### src/hdl/lzd_pkg.sv
// Shared types and constants for the LZ77 triple decoder.
`default_nettype none
package lzd_pkg;
	localparam int WINDOW_DEPTH_DEF = 256;
	localparam int BYTES_PER_RESULT_DEF = 8;
	localparam int BYTE_SLOTS = 8;
	localparam int MIN_COPY = 2;

	// one decoded byte or end-of-item marker from sequencer to packer
	typedef struct packed {
		logic       put;
		logic [7:0] data;
		logic       fin;
	} lzd_byte_t;
endpackage
`default_nettype wire

### src/hdl/lzd_ram.sv
// Generic single-port-write, registered-read RAM.
`default_nettype none
module lzd_ram #(
	parameter int WIDTH = 8,
	parameter int DEPTH = 256
) (
	input  wire logic                     clk,
	input  wire logic                     we,
	input  wire logic [$clog2(DEPTH)-1:0] waddr,
	input  wire logic [WIDTH-1:0]         wdata,
	input  wire logic                     re,
	input  wire logic [$clog2(DEPTH)-1:0] raddr,
	output logic      [WIDTH-1:0]         rdata
);
	logic [WIDTH-1:0] mem [DEPTH];

	always_ff @(posedge clk) begin
		if (we) begin
			mem[waddr] <= wdata;
		end
		if (re) begin
			rdata <= mem[raddr];
		end
	end
endmodule
`default_nettype wire

### src/hdl/lzd_pack.sv
// Output packer: groups decoded bytes into results and holds the output register.
`default_nettype none
module lzd_pack import lzd_pkg::*; #(
	parameter int BYTES_PER_RESULT = BYTES_PER_RESULT_DEF
) (
	input  wire logic       clk,
	input  wire logic       arst_n,
	input  wire lzd_byte_t  bin,
	output logic            go,
	output logic            out_valid,
	input  wire logic       out_stall,
	output logic [7:0]      out_bytes [BYTE_SLOTS],
	output logic [3:0]      byte_count,
	output logic            last_of_item
);
	localparam int CHUNK = (BYTES_PER_RESULT > BYTE_SLOTS) ? BYTE_SLOTS :
		((BYTES_PER_RESULT < 1) ? 1 : BYTES_PER_RESULT);

	logic [7:0] buf_q [CHUNK];
	logic [3:0] cnt_q;
	logic       valid_q;
	logic [7:0] ob_q [BYTE_SLOTS];
	logic [3:0] bc_q;
	logic       last_q;

	assign go = !valid_q || !out_stall;
	assign out_valid = valid_q;
	assign out_bytes = ob_q;
	assign byte_count = bc_q;
	assign last_of_item = last_q;

	always_ff @(posedge clk or negedge arst_n) begin
		if (!arst_n) begin
			valid_q <= 1'b0;
			cnt_q   <= '0;
		end else begin
			if (valid_q && !out_stall) begin
				valid_q <= 1'b0;
			end
			if (go && (bin.put || bin.fin)) begin
				// full chunk waits for the next kept byte or the end marker
				if (bin.fin || cnt_q == 4'(CHUNK)) begin
					valid_q <= 1'b1;
					bc_q    <= cnt_q;
					last_q  <= bin.fin;
					for (int k = 0; k < BYTE_SLOTS; k++) begin
						ob_q[k] <= 8'd0;
						if (k < CHUNK) begin
							if (4'(k) < cnt_q) begin
								ob_q[k] <= buf_q[k];
							end
						end
					end
				end
				if (bin.fin) begin
					cnt_q <= '0;
				end else if (cnt_q == 4'(CHUNK)) begin
					buf_q[0] <= bin.data;
					cnt_q    <= 4'd1;
				end else begin
					for (int k = 0; k < CHUNK; k++) begin
						if (4'(k) == cnt_q) begin
							buf_q[k] <= bin.data;
						end
					end
					cnt_q <= cnt_q + 4'd1;
				end
			end
		end
	end
endmodule
`default_nettype wire

### src/hdl/lzd_seq.sv
// Triple sequencer: reads the history ring, writes decoded bytes back, tracks position.
`default_nettype none
module lzd_seq import lzd_pkg::*; #(
	parameter int WINDOW_DEPTH = WINDOW_DEPTH_DEF
) (
	input  wire logic        clk,
	input  wire logic        arst_n,
	input  wire logic        in_valid,
	output logic             in_stall,
	input  wire logic [7:0]  distance,
	input  wire logic [7:0]  match_length,
	input  wire logic [7:0]  next_value,
	input  wire logic [31:0] olen,
	input  wire logic        go,
	output lzd_byte_t        bout,
	output logic             ram_we,
	output logic [$clog2(WINDOW_DEPTH)-1:0] ram_waddr,
	output logic [7:0]       ram_wdata,
	output logic             ram_re,
	output logic [$clog2(WINDOW_DEPTH)-1:0] ram_raddr,
	input  wire logic [7:0]  ram_rdata
);
	localparam int AW = $clog2(WINDOW_DEPTH);

	typedef enum logic [2:0] {S_IDLE, S_LIT1, S_LIT2, S_COPY, S_VAL, S_FIN} state_t;

	state_t            state_q;
	logic [7:0]        dist_q, len_q, val_q;
	logic [8:0]        rem_q;
	logic [31:0]       pos_q;
	logic [AW-1:0]     rd_pos_q;
	logic [WINDOW_DEPTH-1:0] vld_q;
	logic              v_s1, fwd_s1, vld_s1;
	logic [7:0]        fwd_data_s1;
	logic [AW-1:0]     idx_s1;
	logic [7:0]        cp_byte;
	logic              issue;

	assign in_stall = (state_q != S_IDLE);
	assign cp_byte = fwd_s1 ? fwd_data_s1 : (vld_s1 ? ram_rdata : 8'(idx_s1));
	assign ram_waddr = pos_q[AW-1:0];
	assign ram_raddr = rd_pos_q - dist_q[AW-1:0];
	assign ram_re = issue;

	always_comb begin
		ram_we    = 1'b0;
		ram_wdata = val_q;
		issue     = 1'b0;
		if (go) begin
			unique case (state_q)
				S_LIT1: ram_we = 1'b1;
				S_LIT2: begin
					ram_we    = 1'b1;
					ram_wdata = len_q;
				end
				S_COPY: begin
					ram_we    = v_s1;
					ram_wdata = cp_byte;
					issue     = (rem_q != 9'd0);
				end
				S_VAL: ram_we = 1'b1;
				default: ;
			endcase
		end
		bout.put  = ram_we && (pos_q < olen);
		bout.data = ram_wdata;
		bout.fin  = go && (state_q == S_FIN);
	end

	always_ff @(posedge clk or negedge arst_n) begin
		if (!arst_n) begin
			state_q <= S_IDLE;
			pos_q   <= '0;
			vld_q   <= '0;
			v_s1    <= 1'b0;
			rem_q   <= '0;
		end else begin
			if (state_q == S_IDLE) begin
				if (in_valid) begin
					dist_q   <= distance;
					len_q    <= match_length;
					val_q    <= next_value;
					rem_q    <= {1'b0, match_length} + 9'(MIN_COPY);
					rd_pos_q <= pos_q[AW-1:0];
					state_q  <= (distance == 8'd0) ? S_LIT1 : S_COPY;
				end
			end else if (go) begin
				if (ram_we) begin
					pos_q <= pos_q + 32'd1;
					vld_q[ram_waddr] <= 1'b1;
				end
				v_s1 <= issue;
				if (issue) begin
					rd_pos_q    <= rd_pos_q + 1'b1;
					rem_q       <= rem_q - 9'd1;
					fwd_s1      <= ram_we && (ram_waddr == ram_raddr);
					fwd_data_s1 <= ram_wdata;
					vld_s1      <= vld_q[ram_raddr];
					idx_s1      <= ram_raddr;
				end
				unique case (state_q)
					S_LIT1: state_q <= S_LIT2;
					S_LIT2: state_q <= S_FIN;
					S_COPY: if (rem_q == 9'd0) state_q <= S_VAL;
					S_VAL:  state_q <= S_FIN;
					S_FIN:  state_q <= S_IDLE;
					default: state_q <= S_IDLE;
				endcase
			end
		end
	end
endmodule
`default_nettype wire

### src/hdl/lz77_triple_decoder_unit.sv
// Top level of the LZ77 triple decoder: sequencer, history RAM and output packer.
// A full result is sent when the ninth kept byte of an item or the end of the item arrives.
// Matches are copied one byte per cycle, while the output register is not held,
// through the read/write loop on the history RAM.
// A stalled output result freezes the whole engine; a new request is taken as soon as the engine is idle.
// Reset: position and output length clear; history entries read as their own index
// until written (per-entry valid bits, no clearing pass).
`default_nettype none
module lz77_triple_decoder_unit import lzd_pkg::*; #(
	parameter int WINDOW_DEPTH     = WINDOW_DEPTH_DEF,
	parameter int BYTES_PER_RESULT = BYTES_PER_RESULT_DEF
) (
	input  wire logic        clk,
	input  wire logic        arst_n,
	input  wire logic        cfg_we,
	input  wire logic [31:0] cfg_wdata,
	input  wire logic        in_valid,
	output logic             in_stall,
	input  wire logic [7:0]  distance,
	input  wire logic [7:0]  match_length,
	input  wire logic [7:0]  next_value,
	output logic             out_valid,
	input  wire logic        out_stall,
	output logic [7:0]       out_byte0,
	output logic [7:0]       out_byte1,
	output logic [7:0]       out_byte2,
	output logic [7:0]       out_byte3,
	output logic [7:0]       out_byte4,
	output logic [7:0]       out_byte5,
	output logic [7:0]       out_byte6,
	output logic [7:0]       out_byte7,
	output logic [3:0]       byte_count,
	output logic             last_of_item
);
	localparam int AW = $clog2(WINDOW_DEPTH);

	logic [31:0]   olen_q;
	logic          go;
	lzd_byte_t     bstream;
	logic          ram_we, ram_re;
	logic [AW-1:0] ram_waddr, ram_raddr;
	logic [7:0]    ram_wdata, ram_rdata;
	logic [7:0]    ob [BYTE_SLOTS];

	// output length register; the user must write it only while idle, the block does not enforce this
	always_ff @(posedge clk or negedge arst_n) begin
		if (!arst_n) begin
			olen_q <= '0;
		end else if (cfg_we) begin
			olen_q <= cfg_wdata;
		end
	end

	// history ring
	lzd_ram #(.WIDTH(8), .DEPTH(WINDOW_DEPTH)) u_ring (
		.clk   (clk),
		.we    (ram_we),
		.waddr (ram_waddr),
		.wdata (ram_wdata),
		.re    (ram_re),
		.raddr (ram_raddr),
		.rdata (ram_rdata)
	);

	// per-request byte sequencer, with write-to-read forwarding for distance one
	lzd_seq #(.WINDOW_DEPTH(WINDOW_DEPTH)) u_seq (
		.clk          (clk),
		.arst_n       (arst_n),
		.in_valid     (in_valid),
		.in_stall     (in_stall),
		.distance     (distance),
		.match_length (match_length),
		.next_value   (next_value),
		.olen         (olen_q),
		.go           (go),
		.bout         (bstream),
		.ram_we       (ram_we),
		.ram_waddr    (ram_waddr),
		.ram_wdata    (ram_wdata),
		.ram_re       (ram_re),
		.ram_raddr    (ram_raddr),
		.ram_rdata    (ram_rdata)
	);

	// packing into results; go drops when the output register is held
	lzd_pack #(.BYTES_PER_RESULT(BYTES_PER_RESULT)) u_pack (
		.clk          (clk),
		.arst_n       (arst_n),
		.bin          (bstream),
		.go           (go),
		.out_valid    (out_valid),
		.out_stall    (out_stall),
		.out_bytes    (ob),
		.byte_count   (byte_count),
		.last_of_item (last_of_item)
	);

	assign out_byte0 = ob[0];
	assign out_byte1 = ob[1];
	assign out_byte2 = ob[2];
	assign out_byte3 = ob[3];
	assign out_byte4 = ob[4];
	assign out_byte5 = ob[5];
	assign out_byte6 = ob[6];
	assign out_byte7 = ob[7];
endmodule
`default_nettype wire

### config.mk
export PLATFORM = sky130hd
export DESIGN_NAME = lz77_triple_decoder_unit
export DESIGN_NICKNAME = d
export VERILOG_FILES = /design/src/hdl/lzd_pkg.sv /design/src/hdl/lzd_ram.sv /design/src/hdl/lzd_pack.sv /design/src/hdl/lzd_seq.sv /design/src/hdl/lz77_triple_decoder_unit.sv
export SDC_FILE = /design/constraint.sdc
export NUM_CORES = 2
export LEC_CHECK = 0
export BUFFER_PORTS_ARGS = -buffer_cell sky130_fd_sc_hd__buf_2
export CAP_MARGIN = 25
export CORE_MARGIN = 4
export CORE_UTILIZATION = 40
export CTS_CLUSTER_DIAMETER = 60
export DETAILED_ROUTE_END_ITERATION = 10
export PLACE_DENSITY = 0.59
export SLEW_MARGIN = 10
export SYNTH_ARGS = -nofsm -noshare
export SYNTH_HDL_FRONTEND = slang
export SYNTH_SLANG_ARGS = --single-unit
### constraint.sdc
create_clock -name clk -period 15.5 [get_ports clk]
set_input_delay 3.875 -clock clk [delete_from_list [all_inputs] [get_ports clk]]
set_output_delay 3.875 -clock clk [all_outputs]
set_load 0.03 [all_outputs]
* Yosys cells after proc, flatten, opt, wreduce, memory -nomap -nowiden
Memory sizes are Yosys's and may differ from the RTL's. A register that Yosys moved wholly into a read port is not among the register bits.
Index checks and enable logic that the tools add are counted.
** Storage, ports and cells
- Bits in registers :: 393
- RAM bits :: 2112
- Input bits :: 61
- Output and inout bits :: 71
- Word-level logic and storage cells :: 209
- Memories kept :: 2
** Operators by class
- $add $sub $neg :: 6
- Magnitude comparators :: 12
- Eq/ne operators :: 16
- Multiplexer cells :: 99
- Bitwise operators :: 3
- Reductions and logical operators :: 53
** Memories
- u_ring.mem :: depth 256, width 8, read ports 1, clocked after Yosys merged registers in 1, wr ports 1, line lzd_ram.sv:15 : logic [WIDTH-1:0] mem [DEPTH];
- u_pack.buf_q :: depth 8, width 8, read ports 8, clocked after Yosys merged registers in 8, wr ports 1, line lzd_pack.sv:19 : logic [7:0] buf_q [CHUNK];
** Operators by type and width (number)
- OR 256 bit :: 1
- 2-to-1 mux 8 bit :: 15
- 2-to-1 mux 1 bit :: 61
- OR reduction 8 bit :: 7
- 2-to-1 mux 9 bit :: 4
- 2-to-1 mux 3 bit :: 11
- adder 32 x 1 -> 32 bit (second input constant) :: 1
- < comparator 32 bit :: 1
- < comparator 8 x 9 -> 1 bit (second input constant) :: 2
- == test 3 x 4 -> 1 bit (first input constant) :: 4
- < comparator 3 x 4 -> 1 bit (first input constant) :: 4
- one-hot mux 8 bit (2 select lines) :: 1
- logical AND 1 bit :: 15
- AND reduction 3 bit :: 5
- logical NOT 1 bit :: 10
- adder 8 x 2 -> 9 bit (second input constant) :: 1
- logical NOT 9 bit :: 1
- one-hot mux 3 bit (3 select lines) :: 1
- nonzero test 9 bit :: 1
- subtractor 9 x 1 -> 9 bit (second input constant) :: 1
- adder 8 x 1 -> 8 bit (second input constant) :: 1
- binary-select mux 1 bit (select 8 bit) :: 1
- demux 1 bit (select 8 bit) :: 1
- == test 2 x 4 -> 1 bit (first input constant) :: 2
- 28 further kinds :: 37

* Logic depth before layout (Yosys ltp)
- Depth in word-level cells :: 18
- Mapped depth :: 15
- Mapped depth without buffers :: 12

* Modules after synthesis
From an unflattened synthesis, not the netlist that was laid out.
** Second synthesis, totals
- Cells, all modules :: 5380
- Area total of the unflattened synthesis :: 102612.2 sq um
** By module, submodules not included
- lzd_ram :: instances 1, cells each 3733, area each 79636.4 sq um, seq. area each 61739.2 sq um
- lzd_seq :: instances 1, cells each 1323, area each 16753.6 sq um, seq. area each 9033.7 sq um
- lzd_pack :: instances 1, cells each 256, area each 4877.2 sq um, seq. area each 4119.0 sq um
- lz77_triple_decoder_unit :: instances 1, cells each 68, area each 1345.0 sq um, seq. area each 800.8 sq um

* Worst setup path before layout
No wires, ideal clock.
- Path kind :: input to register
- From :: in out_stall
- To :: mem u_pack.buf_q[0][5], data pin
- Setup time :: 2.257 ns
- Data arrival time :: 14.851 ns
- Data required time :: 13.243 ns
- Setup slack :: -1.608 ns
- Stages :: 6
- Buffers on the path :: 2
- Cell sequence :: and2_1 > clkbuf_1 > nor2_1 > nand2_1 > clkbuf_1 > o21ai_0
** RTL lines
- from (decl) :: line lz77_triple_decoder_unit.sv:23 : input wire logic out_stall,
- to (decl) :: line lzd_pack.sv:19

==> run_results.csv <==
group,metric,value,unit
route,finalWirelength,249000,µm
floorplan,initial_core_util,40.2,%
logic_synthesis,synthCells,4913,
final_layout,areaGrowthSynthToFinish,13.6,%
global_routing,grt_max_degree,182,
setup_path,worstSetupEndpoint,"u_ring.mem[47][2]",
sta,tightest_slew,1090,ps
global_routing,grt-ovfl-total,0,
logic_synthesis,synth_cell_types,67,
route,remaining_drc_errors,0,
floorplan,fp.dieArea,261000,µm²
sta,whs,458,ps
route,wl_per_cell,28.4,µm
clock_network,cts_setup_buffers,0,
route,num_vias,48875,
final_layout,multiInputGateArea,24200,µm²
global_routing,grt_pass1_wl,361000,µm
clock_network,cts_tree,"yes",
logic_synthesis,yosysSeqAreaShare,74.9,%
power,ir_worst_vdd,0.220,mV
clock_network,cts-htree-levels,5,
setup_path,rr_startpoint,"u_seq.rd_pos_q[0]",
floorplan,ios,132,
floorplan,core_area,251000,µm²
logic_synthesis,syn_nets,5023,
sta,final.setup_skew,48.1,ps
route,ant_nets,0,
setup_path,cp.arrival,7360,ps
setup_path,r2r_end,"u_ring.rdata[7]",
logic_synthesis,synthArstFlopShare,13.1,%
power,powerDensity,185,nW/µm²
route,drtIter0Drc,5344,
final_layout,fill_cells,21000,
floorplan,rows,184,
placement,globalplace.congestion,0.819,
route,dr.pass1.iters,5,
clock_network,cts.sinks,2577,
clock_network,numCtsBuffers,285,
setup_path,r2r_cells,12,
logic_synthesis,ys.flop_type,"edfxtp_1",
setup_path,required,16070,ps
job,drv_cap,0,
run_status,status,"finished clean",
clock_network,clkLatencyLatePin,920,ps
clock_network,clk_pin_slew,50,ps
final_layout,final_cell_mix,"2,239 x edfxtp_1, 705 x mux4_2, 338 x dfrtp_1",
final_layout,drive_above_1_share,31.0,%
sta,finalHoldViolations,0,
logic_synthesis,ys.warnings.count,0,
sta,slew_headroom,27.2,%
placement,dpl.hpwl,151000,µm
power,p_total,21.2,mW
setup_path,crit_type,"in2reg",
logic_synthesis,ys_ff_latch,2577,
floorplan,fp.dieH,511,µm
final_layout,finalNetCount,5298,
logic_synthesis,avgSynthCellArea,20.6,µm²
clock_network,cts_root_buffer,"clkbuf_16",
final_layout,mostFrequentLayoutCell,"edfxtp_1",
clock_network,hold_buffers,0,
logic_synthesis,synth_edf_count,2239,
clock_network,postCtsResizedCells,0,
logic_synthesis,synth_area,101000,µm²
setup_path,cp-end-kind,"register",
route,via_per_inst,5.59,
setup_path,startpoint,"out_stall",
placement,port_buffers,131,
setup_path,r2r_slack,8910,ps
sta,min_period_over_period,43.8,%
global_routing,grt_pass1_vias,49431,
setup_path,start_kind,"primary input",
sta,post-route-min-period,6790,ps
final_layout,seq_area,75700,µm²
global_routing,antenna_found_initial,6,
sta,setup_viol,0,
sta,max_freq,0.147,GHz
sta,slew_viol_final,0,
floorplan,die_w,511,µm
clock_network,clock_path_buffers,4,
power,leakage,39.0,nW
setup_path,crit_fanout,72,
min_path,hold_class,"reg2reg",
global_routing,grt_util_all_layers,18.8,%
sta,rsz0062_at_grt,"false",
-- Yosys cell counts, types with 3 or more instances --
cell type | number | area, µm²
xnor2_1 | 31 | 272
a211oi_1 | 17 | 128
a21o_1 | 18 | 135
nor4_1 | 11 | 68.8
or2_1 | 18 | 113
buf_1 | 12 | 45.0
a22o_1 | 4 | 35.0
nand2_1 | 133 | 499
o311ai_0 | 8 | 70.1
nor2_1 | 287 | 1080
and3_1 | 21 | 131
nand4_1 | 17 | 106
o211ai_1 | 10 | 75.1
a32o_1 | 12 | 120
nor2b_1 | 84 | 526
ha_1 | 48 | 601
nor3_1 | 18 | 90.1
nand3_1 | 38 | 190
o22ai_1 | 19 | 119
clkbuf_1 | 118 | 443
dfrtp_1 | 338 | 8460
a21oi_1 | 26 | 130
o21ai_0 | 79 | 395
xor2_1 | 20 | 175
edfxtp_1 | 2239 | 67200
mux2i_1 | 41 | 410
mux4_2 | 705 | 15900
a31oi_1 | 5 | 31.3
buf_6 | 5 | 56.3
mux2_2 | 44 | 495
or3_1 | 3 | 18.8
nand2b_1 | 7 | 43.8
or2_2 | 246 | 1540
inv_1 | 58 | 218
buf_2 | 87 | 435
buf_4 | 31 | 233
and2_1 | 15 | 93.8
-- registers in the layout, indices dropped and copies added (netlist names), 9 cells and up --
signal            flops
u_seq.pos_q          32
olen_q               32
u_seq.rem_q           9
u_pack.buf_q         64
u_pack.out_bytes     64
u_ring.mem         2048
u_seq.vld_q         256
-- per-stage QoR --
step / setup WS [ps] / instances / instance area [µm²] / TNS [ps] / util, %
after CTS: 8380 / 8735 / 115000 / 0 / 45.6
final: 8710 / 8746 / 115000 / 0 / 45.7
after floorplan: -1610 / 4913 / 101000 / -3082850 / -
after detailed placement: 7430 / 8241 / 106000 / 0 / 42.1
after global placement: 7550 / 8240 / 106000 / 0 / 42.1
after global routing: 8550 / 8745 / 115000 / 0 / 45.7
-- kinds of logic (layout without fill, tap and decap cells) --
kind of cell | after synthesis | after routing | share of synthesized area, %
buf+inv | 313 | 795 | 1.42
simple gates | 910 | 910 | 4.56
xor+xnor | 54 | 54 | 0.490
flops | 2577 | 2577 | 74.9
mux | 790 | 790 | 16.6
compound gates | 220 | 220 | 1.43
fa+ha+maj | 49 | 49 | 0.614
other cells | 0 | 3 | 0
-- cell type report --
| cell class | count | area share, % |
|---|---|---|
| sequential | 2577 | 65.9 |
| multi-input combinational | 2023 | 21.1 |
| clock buffer | 393 | 6.87 |
| tap | 3348 | 3.65 |
| timing repair buffer | 241 | 1.46 |
| clock inverter | 101 | 0.850 |
| inverter | 60 | 0.196 |
| antenna | 3 | 0.00654 |
-- critical path: stages --
cell     delay, ps
buf_2          110
and2_1         260
nor2_1          60
nand2_1        340
buf_16         220
nand2_1        110
o21ai_4         80
buf_4          620
buf_4          750
buf_4          770
-- report_power, final --
part           total [mW]  switching (mW)  internal, mW
Clock                6.49            2.64          3.85
Combinational        5.84            3.82          2.02
Sequential           8.90           0.169          8.73
Total                21.2            6.63          14.6
-- per-layer routing --
layer / part of all wire (%) / vias to the layer above / track usage (%)
met5: 0 / - / 0
met4: 2.9 / 0 / 5.33
met3: 7.6 / 418 / 3.95
met2: 47 / 1855 / 29.0
met1: 43 / 26237 / 27.4
li1: - / 20365 / -
-- how the worst min path moves through the flow --
stage / startpoint / to / slack [ps] / cells after the start
6_report: u_seq.vld_q[98] / u_seq.vld_q[98] / 460 / 1
4_1_cts: u_seq.vld_q[50] / u_seq.vld_q[50] / 460 / 1
3_3_place_gp: u_seq.vld_q[187] / u_seq.vld_q[187] / 440 / 1
2_1_floorplan: u_seq.vld_q[163] / u_seq.vld_q[163] / 430 / 1
3_5_place_dp: u_seq.vld_q[214] / u_seq.vld_q[214] / 450 / 1
5_1_grt: u_seq.vld_q[167] / u_seq.vld_q[167] / 470 / 1
Power figures use the tool's default switching activity.
